## src/sv/mscol_pkg.sv

```systemverilog
// ----------------------------------------------------------------------------
// Magnetometer sample collector package
// Shared constants, codes and payload types of the sample collector.
// ----------------------------------------------------------------------------
package mscol_pkg;

	localparam int STORE_DEPTH = 256;
	localparam int STORE_AW    = $clog2(STORE_DEPTH);
	localparam int FILL_W      = STORE_AW + 1;
	localparam int CNT_W       = 16;

	localparam logic [31:0] HASH_MULT = 32'h9E37_79B1;

	localparam logic [1:0] FUNC_PUSH  = 2'd0;
	localparam logic [1:0] FUNC_START = 2'd1;
	localparam logic [1:0] FUNC_STOP  = 2'd2;

	localparam logic [2:0] ST_ACCEPTED = 3'd0;
	localparam logic [2:0] ST_IGNORED  = 3'd1;
	localparam logic [2:0] ST_SATURATED = 3'd2;
	localparam logic [2:0] ST_BAD_NORM = 3'd3;
	localparam logic [2:0] ST_CONTROL  = 3'd4;

	typedef struct packed {
		logic [1:0]          func;
		logic signed [15:0]  x;
		logic signed [15:0]  y;
		logic signed [15:0]  z;
		logic [23:0]         norm;
		logic                norm_bad;
		logic                sat_flag;
		logic [31:0]         now_ms;
	} sample_t;

	typedef struct packed {
		logic [2:0]          status;
		logic [CNT_W-1:0]    accepted_count;
		logic [CNT_W-1:0]    rejected_count;
		logic [CNT_W-1:0]    saturated_count;
		logic [FILL_W-1:0]   stored_count;
		logic [STORE_AW-1:0] store_slot;
		logic [15:0]         span_x;
		logic [15:0]         span_y;
		logic [15:0]         span_z;
		logic [23:0]         norm_low;
		logic [23:0]         norm_high;
		logic [31:0]         last_accept_ms;
	} result_t;

	typedef struct packed {
		logic [15:0] span_x;
		logic [15:0] span_y;
		logic [15:0] span_z;
		logic [23:0] norm_low;
		logic [23:0] norm_high;
	} extremes_t;

endpackage

```

## src/sv/mscol_extremes.sv

```systemverilog
// ----------------------------------------------------------------------------
// Magnetometer sample collector extremes
// Tracks per-axis and norm minimum and maximum of accepted samples and
// presents the spans and norm bounds as they stand after the current update.
// ----------------------------------------------------------------------------
module mscol_extremes (
	input  logic                  clk,
	input  logic                  arst_n,
	input  logic                  clear,
	input  logic                  update,
	input  mscol_pkg::sample_t    sample,
	output mscol_pkg::extremes_t  view
);
	import mscol_pkg::*;

	logic               seen_q;
	logic signed [15:0] amin_q [3];
	logic signed [15:0] amax_q [3];
	logic [23:0]        nmin_q;
	logic [23:0]        nmax_q;

	logic               seen_nxt;
	logic signed [15:0] amin_nxt [3];
	logic signed [15:0] amax_nxt [3];
	logic [23:0]        nmin_nxt;
	logic [23:0]        nmax_nxt;
	logic signed [15:0] v [3];
	logic [15:0]        span [3];

	assign v[0] = sample.x;
	assign v[1] = sample.y;
	assign v[2] = sample.z;

	always_comb begin
		seen_nxt = seen_q;
		nmin_nxt = nmin_q;
		nmax_nxt = nmax_q;
		for (int i = 0; i < 3; i++) begin
			amin_nxt[i] = amin_q[i];
			amax_nxt[i] = amax_q[i];
		end
		if (clear) begin
			seen_nxt = 1'b0;
			nmin_nxt = '0;
			nmax_nxt = '0;
			for (int i = 0; i < 3; i++) begin
				amin_nxt[i] = '0;
				amax_nxt[i] = '0;
			end
		end else if (update) begin
			seen_nxt = 1'b1;
			if (!seen_q) begin
				nmin_nxt = sample.norm;
				nmax_nxt = sample.norm;
				for (int i = 0; i < 3; i++) begin
					amin_nxt[i] = v[i];
					amax_nxt[i] = v[i];
				end
			end else begin
				if (sample.norm < nmin_q) nmin_nxt = sample.norm;
				if (sample.norm > nmax_q) nmax_nxt = sample.norm;
				for (int i = 0; i < 3; i++) begin
					if (v[i] < amin_q[i]) amin_nxt[i] = v[i];
					if (v[i] > amax_q[i]) amax_nxt[i] = v[i];
				end
			end
		end
		for (int i = 0; i < 3; i++) begin
			span[i] = 16'(amax_nxt[i] - amin_nxt[i]);
		end
	end

	always_ff @(posedge clk or negedge arst_n) begin
		if (!arst_n) begin
			seen_q <= 1'b0;
			nmin_q <= '0;
			nmax_q <= '0;
			for (int i = 0; i < 3; i++) begin
				amin_q[i] <= '0;
				amax_q[i] <= '0;
			end
		end else if (clear || update) begin
			seen_q <= seen_nxt;
			nmin_q <= nmin_nxt;
			nmax_q <= nmax_nxt;
			for (int i = 0; i < 3; i++) begin
				amin_q[i] <= amin_nxt[i];
				amax_q[i] <= amax_nxt[i];
			end
		end
	end

	assign view.span_x    = span[0];
	assign view.span_y    = span[1];
	assign view.span_z    = span[2];
	assign view.norm_low  = nmin_nxt;
	assign view.norm_high = nmax_nxt;

endmodule

```

## src/sv/mag_sample_collector_unit.sv

```systemverilog
// ----------------------------------------------------------------------------
// Magnetometer sample collector
// Classifies magnetometer samples, keeps saturating counters and extremes,
// and writes accepted samples into a store, appending until full and then
// overwriting hashed entries.
// ----------------------------------------------------------------------------
// A result passes through the input register and then the result register.
// Throughput: one transaction per cycle; the input register and the result
// register each advance whenever the result register is free or being taken.
// Reset clears the armed flag, all counters, extremes and both valid flags.
// The store contents are undefined after reset and need no clearing pass.
module mag_sample_collector_unit (
	input  logic                 clk,
	input  logic                 arst_n,
	input  logic                 sample_valid,
	output logic                 sample_ready,
	input  mscol_pkg::sample_t   sample,
	output logic                 result_valid,
	input  logic                 result_ready,
	output mscol_pkg::result_t   result
);
	import mscol_pkg::*;

	sample_t             sample_s1;
	logic                valid_s1;
	result_t             result_q;
	logic                result_valid_q;

	logic                armed_q;
	logic [CNT_W-1:0]    good_q;
	logic [CNT_W-1:0]    reject_q;
	logic [CNT_W-1:0]    sat_q;
	logic [FILL_W-1:0]   fill_q;
	logic [STORE_AW-1:0] seq_q;
	logic [31:0]         last_q;

	logic [47:0]         store_mem [STORE_DEPTH];

	logic                advance;
	logic                commit;
	logic                clear;
	logic                accept;
	logic [2:0]          status;
	logic [STORE_AW-1:0] slot;
	logic [2*STORE_AW-1:0] hash_prod;
	logic                armed_nxt;
	logic [CNT_W-1:0]    good_nxt;
	logic [CNT_W-1:0]    reject_nxt;
	logic [CNT_W-1:0]    sat_nxt;
	logic [FILL_W-1:0]   fill_nxt;
	logic [STORE_AW-1:0] seq_nxt;
	logic [31:0]         last_nxt;
	extremes_t           ext_view;

	function automatic logic [CNT_W-1:0] sat_inc(input logic [CNT_W-1:0] c);
		return (c == '1) ? c : c + CNT_W'(1);
	endfunction

	assign advance      = !result_valid_q || result_ready;
	assign sample_ready = !valid_s1 || advance;
	assign commit       = valid_s1 && advance;

	assign hash_prod = seq_q * HASH_MULT[STORE_AW-1:0];

	always_comb begin
		armed_nxt  = armed_q;
		good_nxt   = good_q;
		reject_nxt = reject_q;
		sat_nxt    = sat_q;
		fill_nxt   = fill_q;
		seq_nxt    = seq_q;
		last_nxt   = last_q;
		clear      = 1'b0;
		accept     = 1'b0;
		slot       = '0;
		status     = ST_IGNORED;
		case (sample_s1.func)
			FUNC_START: begin
				clear      = 1'b1;
				armed_nxt  = 1'b1;
				good_nxt   = '0;
				reject_nxt = '0;
				sat_nxt    = '0;
				fill_nxt   = '0;
				seq_nxt    = '0;
				last_nxt   = '0;
				status     = ST_CONTROL;
			end
			FUNC_STOP: begin
				armed_nxt = 1'b0;
				status    = ST_CONTROL;
			end
			FUNC_PUSH: begin
				if (!armed_q) begin
					status = ST_IGNORED;
				end else if (sample_s1.sat_flag) begin
					sat_nxt    = sat_inc(sat_q);
					reject_nxt = sat_inc(reject_q);
					status     = ST_SATURATED;
				end else if (sample_s1.norm_bad) begin
					reject_nxt = sat_inc(reject_q);
					status     = ST_BAD_NORM;
				end else begin
					accept = 1'b1;
					if (!fill_q[STORE_AW]) begin
						slot     = fill_q[STORE_AW-1:0];
						fill_nxt = fill_q + FILL_W'(1);
					end else begin
						slot = hash_prod[STORE_AW-1:0];
					end
					seq_nxt  = seq_q + STORE_AW'(1);
					good_nxt = sat_inc(good_q);
					last_nxt = sample_s1.now_ms;
					status   = ST_ACCEPTED;
				end
			end
			default: begin
				status = ST_IGNORED;
			end
		endcase
	end

	mscol_extremes u_extremes (
		.clk    (clk),
		.arst_n (arst_n),
		.clear  (commit && clear),
		.update (commit && accept),
		.sample (sample_s1),
		.view   (ext_view)
	);

	always_ff @(posedge clk or negedge arst_n) begin
		if (!arst_n) begin
			valid_s1       <= 1'b0;
			result_valid_q <= 1'b0;
			armed_q        <= 1'b0;
			good_q         <= '0;
			reject_q       <= '0;
			sat_q          <= '0;
			fill_q         <= '0;
			seq_q          <= '0;
			last_q         <= '0;
		end else begin
			if (sample_ready) begin
				valid_s1 <= sample_valid;
			end
			if (advance) begin
				result_valid_q <= valid_s1;
			end
			if (commit) begin
				armed_q  <= armed_nxt;
				good_q   <= good_nxt;
				reject_q <= reject_nxt;
				sat_q    <= sat_nxt;
				fill_q   <= fill_nxt;
				seq_q    <= seq_nxt;
				last_q   <= last_nxt;
			end
		end
	end

	always_ff @(posedge clk) begin
		if (sample_ready && sample_valid) begin
			sample_s1 <= sample;
		end
		if (commit) begin
			result_q.status          <= status;
			result_q.accepted_count  <= good_nxt;
			result_q.rejected_count  <= reject_nxt;
			result_q.saturated_count <= sat_nxt;
			result_q.stored_count    <= fill_nxt;
			result_q.store_slot      <= slot;
			result_q.span_x          <= ext_view.span_x;
			result_q.span_y          <= ext_view.span_y;
			result_q.span_z          <= ext_view.span_z;
			result_q.norm_low        <= ext_view.norm_low;
			result_q.norm_high       <= ext_view.norm_high;
			result_q.last_accept_ms  <= last_nxt;
		end
	end

	always_ff @(posedge clk) begin
		if (commit && accept) begin
			store_mem[slot] <= {sample_s1.z, sample_s1.y, sample_s1.x};
		end
	end

	assign result_valid = result_valid_q;
	assign result       = result_q;

`ifndef NO_ASSERTIONS
	a_fill_bound: assert property (@(posedge clk) disable iff (!arst_n)
		fill_q <= FILL_W'(STORE_DEPTH))
		else $error("Fill level exceeds the store depth.");

	a_slot_zero: assert property (@(posedge clk) disable iff (!arst_n)
		result_valid_q && result_q.status != ST_ACCEPTED |-> result_q.store_slot == '0)
		else $error("A transaction that was not accepted reports a store slot.");

	a_accept_stored: assert property (@(posedge clk) disable iff (!arst_n)
		result_valid_q && result_q.status == ST_ACCEPTED |-> result_q.stored_count != '0)
		else $error("An accepted sample left the store empty.");

	a_fill_step: assert property (@(posedge clk) disable iff (!arst_n)
		commit && accept && !fill_q[STORE_AW] |=> fill_q == $past(fill_q) + FILL_W'(1))
		else $error("Fill level did not advance on an appended sample.");
`endif

endmodule
```

## config.mk

```make
export PLATFORM = sky130hd
export DESIGN_NAME = mag_sample_collector_unit
export DESIGN_NICKNAME = d
export VERILOG_FILES = /design/src/sv/mscol_pkg.sv /design/src/sv/mscol_extremes.sv /design/src/sv/mag_sample_collector_unit.sv
export SDC_FILE = /design/constraint.sdc
export NUM_CORES = 1
export LEC_CHECK = 0
export BUFFER_PORTS_ARGS = -buffer_cell sky130_fd_sc_hd__buf_2
export CORE_AREA = 4 4 371 264
export CTS_BUF_LIST = sky130_fd_sc_hd__clkbuf_16
export CTS_CLUSTER_DIAMETER = 80
export CTS_CLUSTER_SIZE = 14
export DETAILED_ROUTE_END_ITERATION = 10
export DIE_AREA = 0 0 375 268
export MAX_ROUTING_LAYER = met4
export PLACE_DENSITY = 0.51
export SLEW_MARGIN = 20
export SYNTH_ARGS = -nofsm -noshare
export SYNTH_HDL_FRONTEND = slang
export SYNTH_SLANG_ARGS = --single-unit
```

## constraint.sdc

```tcl
create_clock -name clk -period 10.1 [get_ports clk]
set_clock_uncertainty 0.15 [all_clocks]
set_input_delay 2.02 -clock clk [delete_from_list [all_inputs] [get_ports clk]]
set_output_delay 2.02 -clock clk [all_outputs]
set_load 0.01 [all_outputs]
```

==> results of run 1 <==
metrics by stage:
step	utilization	setup WS [ps]	area, sq um	total power, uW	hold WS [ps]
4_1_cts	0.3426	3655	32460	6244	330.1
3_5_place_dp	0.3273	3268	31010	4385	311.3
2_1_floorplan	-	1154	28110	3877	295.3
6_report	0.3428	3727	32470	6128	329.3
5_1_grt	0.3427	3161	32470	6534	345.0
3_3_place_gp	0.3273	3333	31010	4386	306.5
final timing paths:
check,start,end,slack (ps)
max in group asynchronous,arst_n,u_extremes.amax_q[2],6480
min in group asynchronous,arst_n,sat_q[0],1300
worst max-delay path,sample_s1[107],result[127],3730
worst min register to register,last_q[26],last_q[26],330
worst min-delay path,last_q[26],last_q[26],330
worst max register to register,sample_s1[107],result[127],3730
placed cells by master, fill, tap and decap left out, types with 19 or more instances in the layout:
cell type,netlist,layout
nand3_1,117,117
nand4_1,33,33
buf_4,1,21
o31ai_1,19,19
o21a_1,19,19
nand2_1,406,404
mux2i_1,140,140
o21ai_0,103,103
clkbuf_16,0,50
or2_2,32,32
xnor2_1,31,31
nor3_1,26,26
ha_1,202,202
inv_1,173,202
dfrtp_1,245,245
a31oi_1,23,23
a21o_1,31,31
nor2b_1,21,21
nor2_1,248,247
edfxtp_1,304,304
a21oi_1,146,146
buf_2,19,308
logic make-up after synthesis:
group,after synthesis,share of synthesized area
buf+inv,282,0.04011
xor+xnor,46,0.01433
compound gates,435,0.09736
flops,549,0.5429
simple gates,988,0.1587
fa+ha+maj,206,0.09277
mux,150,0.05386
tightest hold or removal path: stages, from the launching register on:
cell and delay (ps):
dfrtp_1 350, nand2_1 50, nand2_1 50
final cells by class:
type | count | area [sq um]
Inverter | 175 | 664.4
Sequential cell | 549 | 15260
Timing Repair Buffer | 332 | 1754
Clock buffer | 50 | 1251
Multi-Input combinational cell | 1825 | 11760
Tap cell | 1261 | 1578
Fill cell | 9664 | 62260
Antenna cell | 2 | 5.005
Clock inverter | 40 | 198.9
state kept, by name, summed over array words and instances (netlist names):
name / flops
sat_q: 16
result_valid: 1
u_extremes.amin_q: 48
fill_q: 9
seq_q: 8
u_extremes.seen_q: 1
reject_q: 16
armed_q: 1
good_q: 16
u_extremes.nmax_q: 24
result: 196
last_q: 32
sample_s1: 108
u_extremes.nmin_q: 24
valid_s1: 1
u_extremes.amax_q: 48
metal layers:
metal	part of all wire	wire length (microns)	vias to the layer above
li1	-	-	9913
met1	0.52	39450	9457
met2	0.41	30850	392
met3	0.056	4258	79
met4	0.016	1187	0
met5	0	0	-
power by group:
part | internal (uW) | total (uW) | switching (uW)
combinational | 584 | 1430 | 851
sequential | 2730 | 2900 | 175
clock | 900 | 1790 | 893
==> impl_metrics.csv, run 1 <==
group,metric,value,unit
run_status,status,"finished, final reports clean",
layout,areaGrowthSynthToFinish,15.53,%
worst_setup_path,crit_type,"reg2reg",
die,coreArea,0.09473,sq mm
clocking,numClockSinks,549,
routing,vias_per_cell,4.686,
routing,dr.first_iter.drc_count,1455,
yosys,synth_top_area_share,0.3248,
yosys,synth.most_common_cell,"nand2_1",
yosys,syn_inst,2656,
yosys,ys_seq_elements,549,
yosys,synthDistinctLibCells,83,
worst_setup_path,worstSetupStartpointType,"flop",
global_route,grt_pass1_wl,116.4,mm
routing,vias,19841,
timing,worst-slew-pin-transition,1038,ps
yosys,ys.warnings.count,0,
timing,finalCriticalPeriod,6373,ps
worst_setup_path,crit_path_max_fanout,35,
worst_setup_path,cp.depth,18,
placed_design,port_buffers,309,
timing,slew_violations,0,
global_route,grt_use_met3,0.03133,
global_route,first_global_vias,18912,
placed_design,globalplace.congestion,0.7879,
layout,drive_gt1_frac,0.1558,
pwr,irDropWorstVdd,0.1111,mV
die,io_pins,310,
global_route,grtUsageMet2,0.2102,
min_path,hold_path_class,"reg2reg",
worst_setup_path,crit_path_end_kind,"flop",
clocking,clock_latency,610,ps
global_route,antenna_found_initial,8,
clocking,cts_hold_buf,0,
layout,instances_no_fill,4234,
worst_setup_path,cpMaxStageDelayCell,"a21boi_4",
clocking,cts_setup_buffers,0,
yosys,async_reset_ff_frac,0.4463,
die,die_h,268,microns
yosys,netlist_area,0.02811,sq mm
timing,max_freq,0.1569,GHz
routing,drc,0,
yosys,synth.largest_area_cell,"edfxtp_1",
timing,tns,0,ps
die,initial_utilization,0.2967,
placed_design,post-place-cells,4142,
die,rows,95,
yosys,synth_seq_area_share,0.5429,
routing,wl_per_cell,17.89,microns
global_route,grt_max_degree,185,
routing,drt_first_pass_iters,5,
die,die_area,0.1005,sq mm
worst_setup_path,required,10300,ps
yosys,synth_area_leaders,"edfxtp_1, dfrtp_1, ha_1",
global_route,use_met1,0.2297,
yosys,synth_edf_count,304,
timing,relSlewSlack,0.3083,
clocking,numCtsBuffers,48,
clocking,clk_pin_slew,70,ps
pwr,p_leak,0.01413,uW
clocking,cts_tree,"built",
min_path,hold_path_depth,2,
global_route,globalRoute.totalOverflow,0,
clocking,clockBufferDepth,3,
timing,finalCritPeriodShare,0.6310,
yosys,synth_common_cells,"nand2_1, edfxtp_1, nor2_1",
timing,rsz0062_at_grt,"no",
clocking,htreeDepth,2,
placed_design,dp_hpwl,52.56,mm
worst_setup_path,path_delay_family,"compound AO/OA/AOI/OAI gates",
worst_setup_path,cp.buffers_inverters,2,
clocking,root_buffer,"clkbuf_16",
worst_setup_path,r2r_cells,18,
yosys,synth_ff_type,"edfxtp_1",
die,fp.dieW,375,microns
worst_setup_path,cp_cell_sequence,"inv_1, ha_1, and4bb_2, buf_4, nand3_4, a31oi_2, a21boi_4, mux2i_1, or2_2, ha_1, nor2b_1, o21ai_0, a21oi_1, o221ai_1, o21bai_1, o41ai_1, o21ai_0, xor2_1",
global_route,grt.total_usage,0.1523,
routing,detail-route-antenna-nets,0,
timing,hold_viol,0,
layout,nets,3249,
flow_run,cap_violations,0,
global_route,top_usage_layer,"met1",
routing,drt_wl_total,75.75,mm
worst_setup_path,cpPeakStageDelay,680,ps
clocking,cts-resized-gates,0,
yosys,avgSynthCellArea,10.58,sq um
worst_setup_path,crit_arrival,6580,ps
pwr,power_density,188.7,mW/mm^2
timing,setup_viol,0,
yosys,syn_nets,2974,
Note: power is estimated with default switching activity, not from simulation.
==> run 2: changes to the inputs <==
--- a/config.mk
+++ b/config.mk
@@ -13,7 +13,7 @@
 export DETAILED_ROUTE_END_ITERATION = 10
 export DIE_AREA = 0 0 375 268
 export MAX_ROUTING_LAYER = met4
-export PLACE_DENSITY = 0.51
+export PLACE_DENSITY = 0.53
 export SLEW_MARGIN = 20
 export SYNTH_ARGS = -nofsm -noshare
 export SYNTH_HDL_FRONTEND = slang
==> constraint.sdc (replaced) <==
create_clock -name clk -period 5.1 [get_ports clk]
set_clock_uncertainty 0.15 [all_clocks]
set_input_delay 1.02 -clock clk [delete_from_list [all_inputs] [get_ports clk]]
set_output_delay 1.02 -clock clk [all_outputs]
set_load 0.01 [all_outputs]
==> impl_metrics.csv, run 2 (synthesis results as in run 1) <==
group,metric,value,unit
run_status,status,"finished, final reports clean",
die,coreArea,0.09473,sq mm
timing,tns,0,ps
timing,relSlewSlack,0.3311,
placed_design,post-place-cells,4196,
global_route,first_global_vias,19657,
global_route,antenna_found_initial,12,
routing,wl_per_cell,17.74,microns
layout,largest_reg_flops,196,
pwr,finalPower,12390,uW
routing,vias_per_cell,4.688,
clocking,htreeDepth,2,
placed_design,dp_hpwl,53.06,mm
die,io_pins,310,
layout,drive_gt1_frac,0.1758,
timing,max_freq,0.2085,GHz
layout,layout.cells.most_common,"nand2_1",
die,fp.dieW,375,microns
global_route,grt_pass1_wl,118.0,mm
routing,drt_wl_total,76.15,mm
pwr,irDropWorstVdd,0.2907,mV
clocking,numClockSinks,549,
clocking,numCtsBuffers,49,
timing,whs,292.5,ps
timing,worst-slew-pin-transition,1003,ps
die,initial_utilization,0.2967,
worst_setup_path,path_delay_family,"compound AO/OA/AOI/OAI gates",
global_route,grt_max_degree,161,
layout,nets,3305,
die,die_h,268,microns
worst_setup_path,cp.buffers_inverters,3,
layout,design_area,0.03306,sq mm
pwr,power.share.sequential,0.461,
worst_setup_path,crit_path_max_fanout,7,
min_path,hold_path_class,"in2async",
routing,dr.first_iter.drc_count,1427,
die,die_area,0.1005,sq mm
clocking,cts_tree,"built",
global_route,grt.total_usage,0.1540,
global_route,globalRoute.totalOverflow,0,
pwr,p_int,8524,uW
routing,drc,0,
clocking,clk_pin_slew,70,ps
clocking,root_buffer,"clkbuf_16",
worst_setup_path,worstSetupStartpointType,"flop",
worst_setup_path,r2r_slack,300,ps
timing,rsz0062_at_grt,"yes",
timing,finalCriticalPeriod,4796,ps
routing,vias,20123,
pwr,power_density,374.7,mW/mm^2
clocking,clock_latency,610,ps
worst_setup_path,r2r_end,"result[126]",
worst_setup_path,crit_arrival,4990,ps
layout,final_cell_mix,"nand2_1, buf_2, edfxtp_1",
pwr,p_clk_frac,0.291,
routing,detail-route-antenna-nets,0,
timing,slew_violations,0,
placed_design,globalplace.congestion,0.8165,
worst_setup_path,cpPeakStageDelay,400,ps
worst_setup_path,crit_path_end_kind,"flop",
routing,drt_first_pass_iters,7,
timing,setup_viol,0,
pwr,p_switching,3862,uW
worst_setup_path,r2r_cells,20,
layout,instances_no_fill,4292,
worst_setup_path,cp_cell_sequence,"ha_1, a21oi_1, o21ai_0, a221oi_1, a21oi_1, a211o_1, a21boi_4, buf_6, mux2i_1, or2_2, ha_1, o21ai_1, a21boi_0, buf_4, o2111ai_2, a21oi_2, o31a_1, buf_4, o2111ai_1, o211ai_1",
pwr,p_sw_frac,0.3118,
worst_setup_path,required,5290,ps
placed_design,port_buffers,309,
worst_setup_path,crit_type,"reg2reg",
placed_design,place_area,0.03146,sq mm
die,rows,95,
worst_setup_path,reg2reg_from,"sample_s1[92]",
flow_run,cap_violations,0,
pwr,combPwrFrac,0.248,
pwr,p_leak,0.01445,uW
clocking,clockBufferDepth,3,
worst_setup_path,cpMaxStageDelayCell,"edfxtp_1",
timing,finalCritPeriodShare,0.9403,
layout,areaGrowthSynthToFinish,17.62,%
timing,hold_viol,0,
-- run 2: cell types whose count changed in the layout (fill, tap and decap cells not counted), moves of 3 or more --
cell | previous run | this run
o21ai_0 | 103 | 100
buf_4 | 21 | 70
diode_2 | 2 | 5
o21ai_1 | 6 | 9
inv_6 | 1 | 6
buf_12 | 2 | 6
-- run 2: worst max path at each step --
stage | startpoint | end | slack [ps] | depth (start not counted)
after CTS | sample_s1[105] | result[127] | 40 | 17
final | sample_s1[92] | result[126] | 300 | 20
after floorplan | result_ready | result[0] | 210 | 5
after global routing | sample_s1[69] | result[94] | -20 | 18
after global placement | sample_s1[98] | result[127] | 30 | 16
after detailed placement | sample_s1[98] | result[127] | -80 | 16
-- run 2: area by class of cell --
cell class	instances	area, sq um
Tap cell	1261	1578
Inverter	175	664.4
Fill cell	9537	61680
Clock buffer	51	1276
Clock inverter	39	198.9
Sequential cell	549	15260
Multi-Input combinational cell	1825	11840
Timing Repair Buffer	387	2225
Antenna cell	5	12.51
-- run 2: power by group through the flow --
stage | clock network (uW) | logic (uW) | registers, uW
floorplan | 0 | 1800 | 5860
global placement | 0 | 3040 | 5800
detailed placement | 0 | 3040 | 5790
CTS | 3770 | 3080 | 5720
global route | 3940 | 3480 | 5780
finish | 3610 | 3070 | 5710
-- run 2: per-stage QoR --
stage / util / setup WS (ps)
after global routing: 0.3489 / -16.01
after detailed placement: 0.3321 / -81.10
after floorplan: - / 207.4
final: 0.3490 / 304.5
after CTS: 0.3478 / 39.43
after global placement: 0.3321 / 28.30
-- run 2: what timing repair did --
| action | CTS | global route |
|---|---|---|
| setup buffers | 0 | 1 |
| setup endpoints to repair | 2 | 11 |
| hold buffers | 0 | 0 |
| pin swaps | 0 | 3 |
| gates resized for setup | 2 | 18 |
| hold endpoints to repair | 0 | 0 |
-- run 2: routing by layer --
metal / track usage / routed length, microns
met1: 0.2249 / 38210
met2: 0.2177 / 31520
met3: 0.03920 / 5510
met4: 0.02539 / 917
met5: - / 0
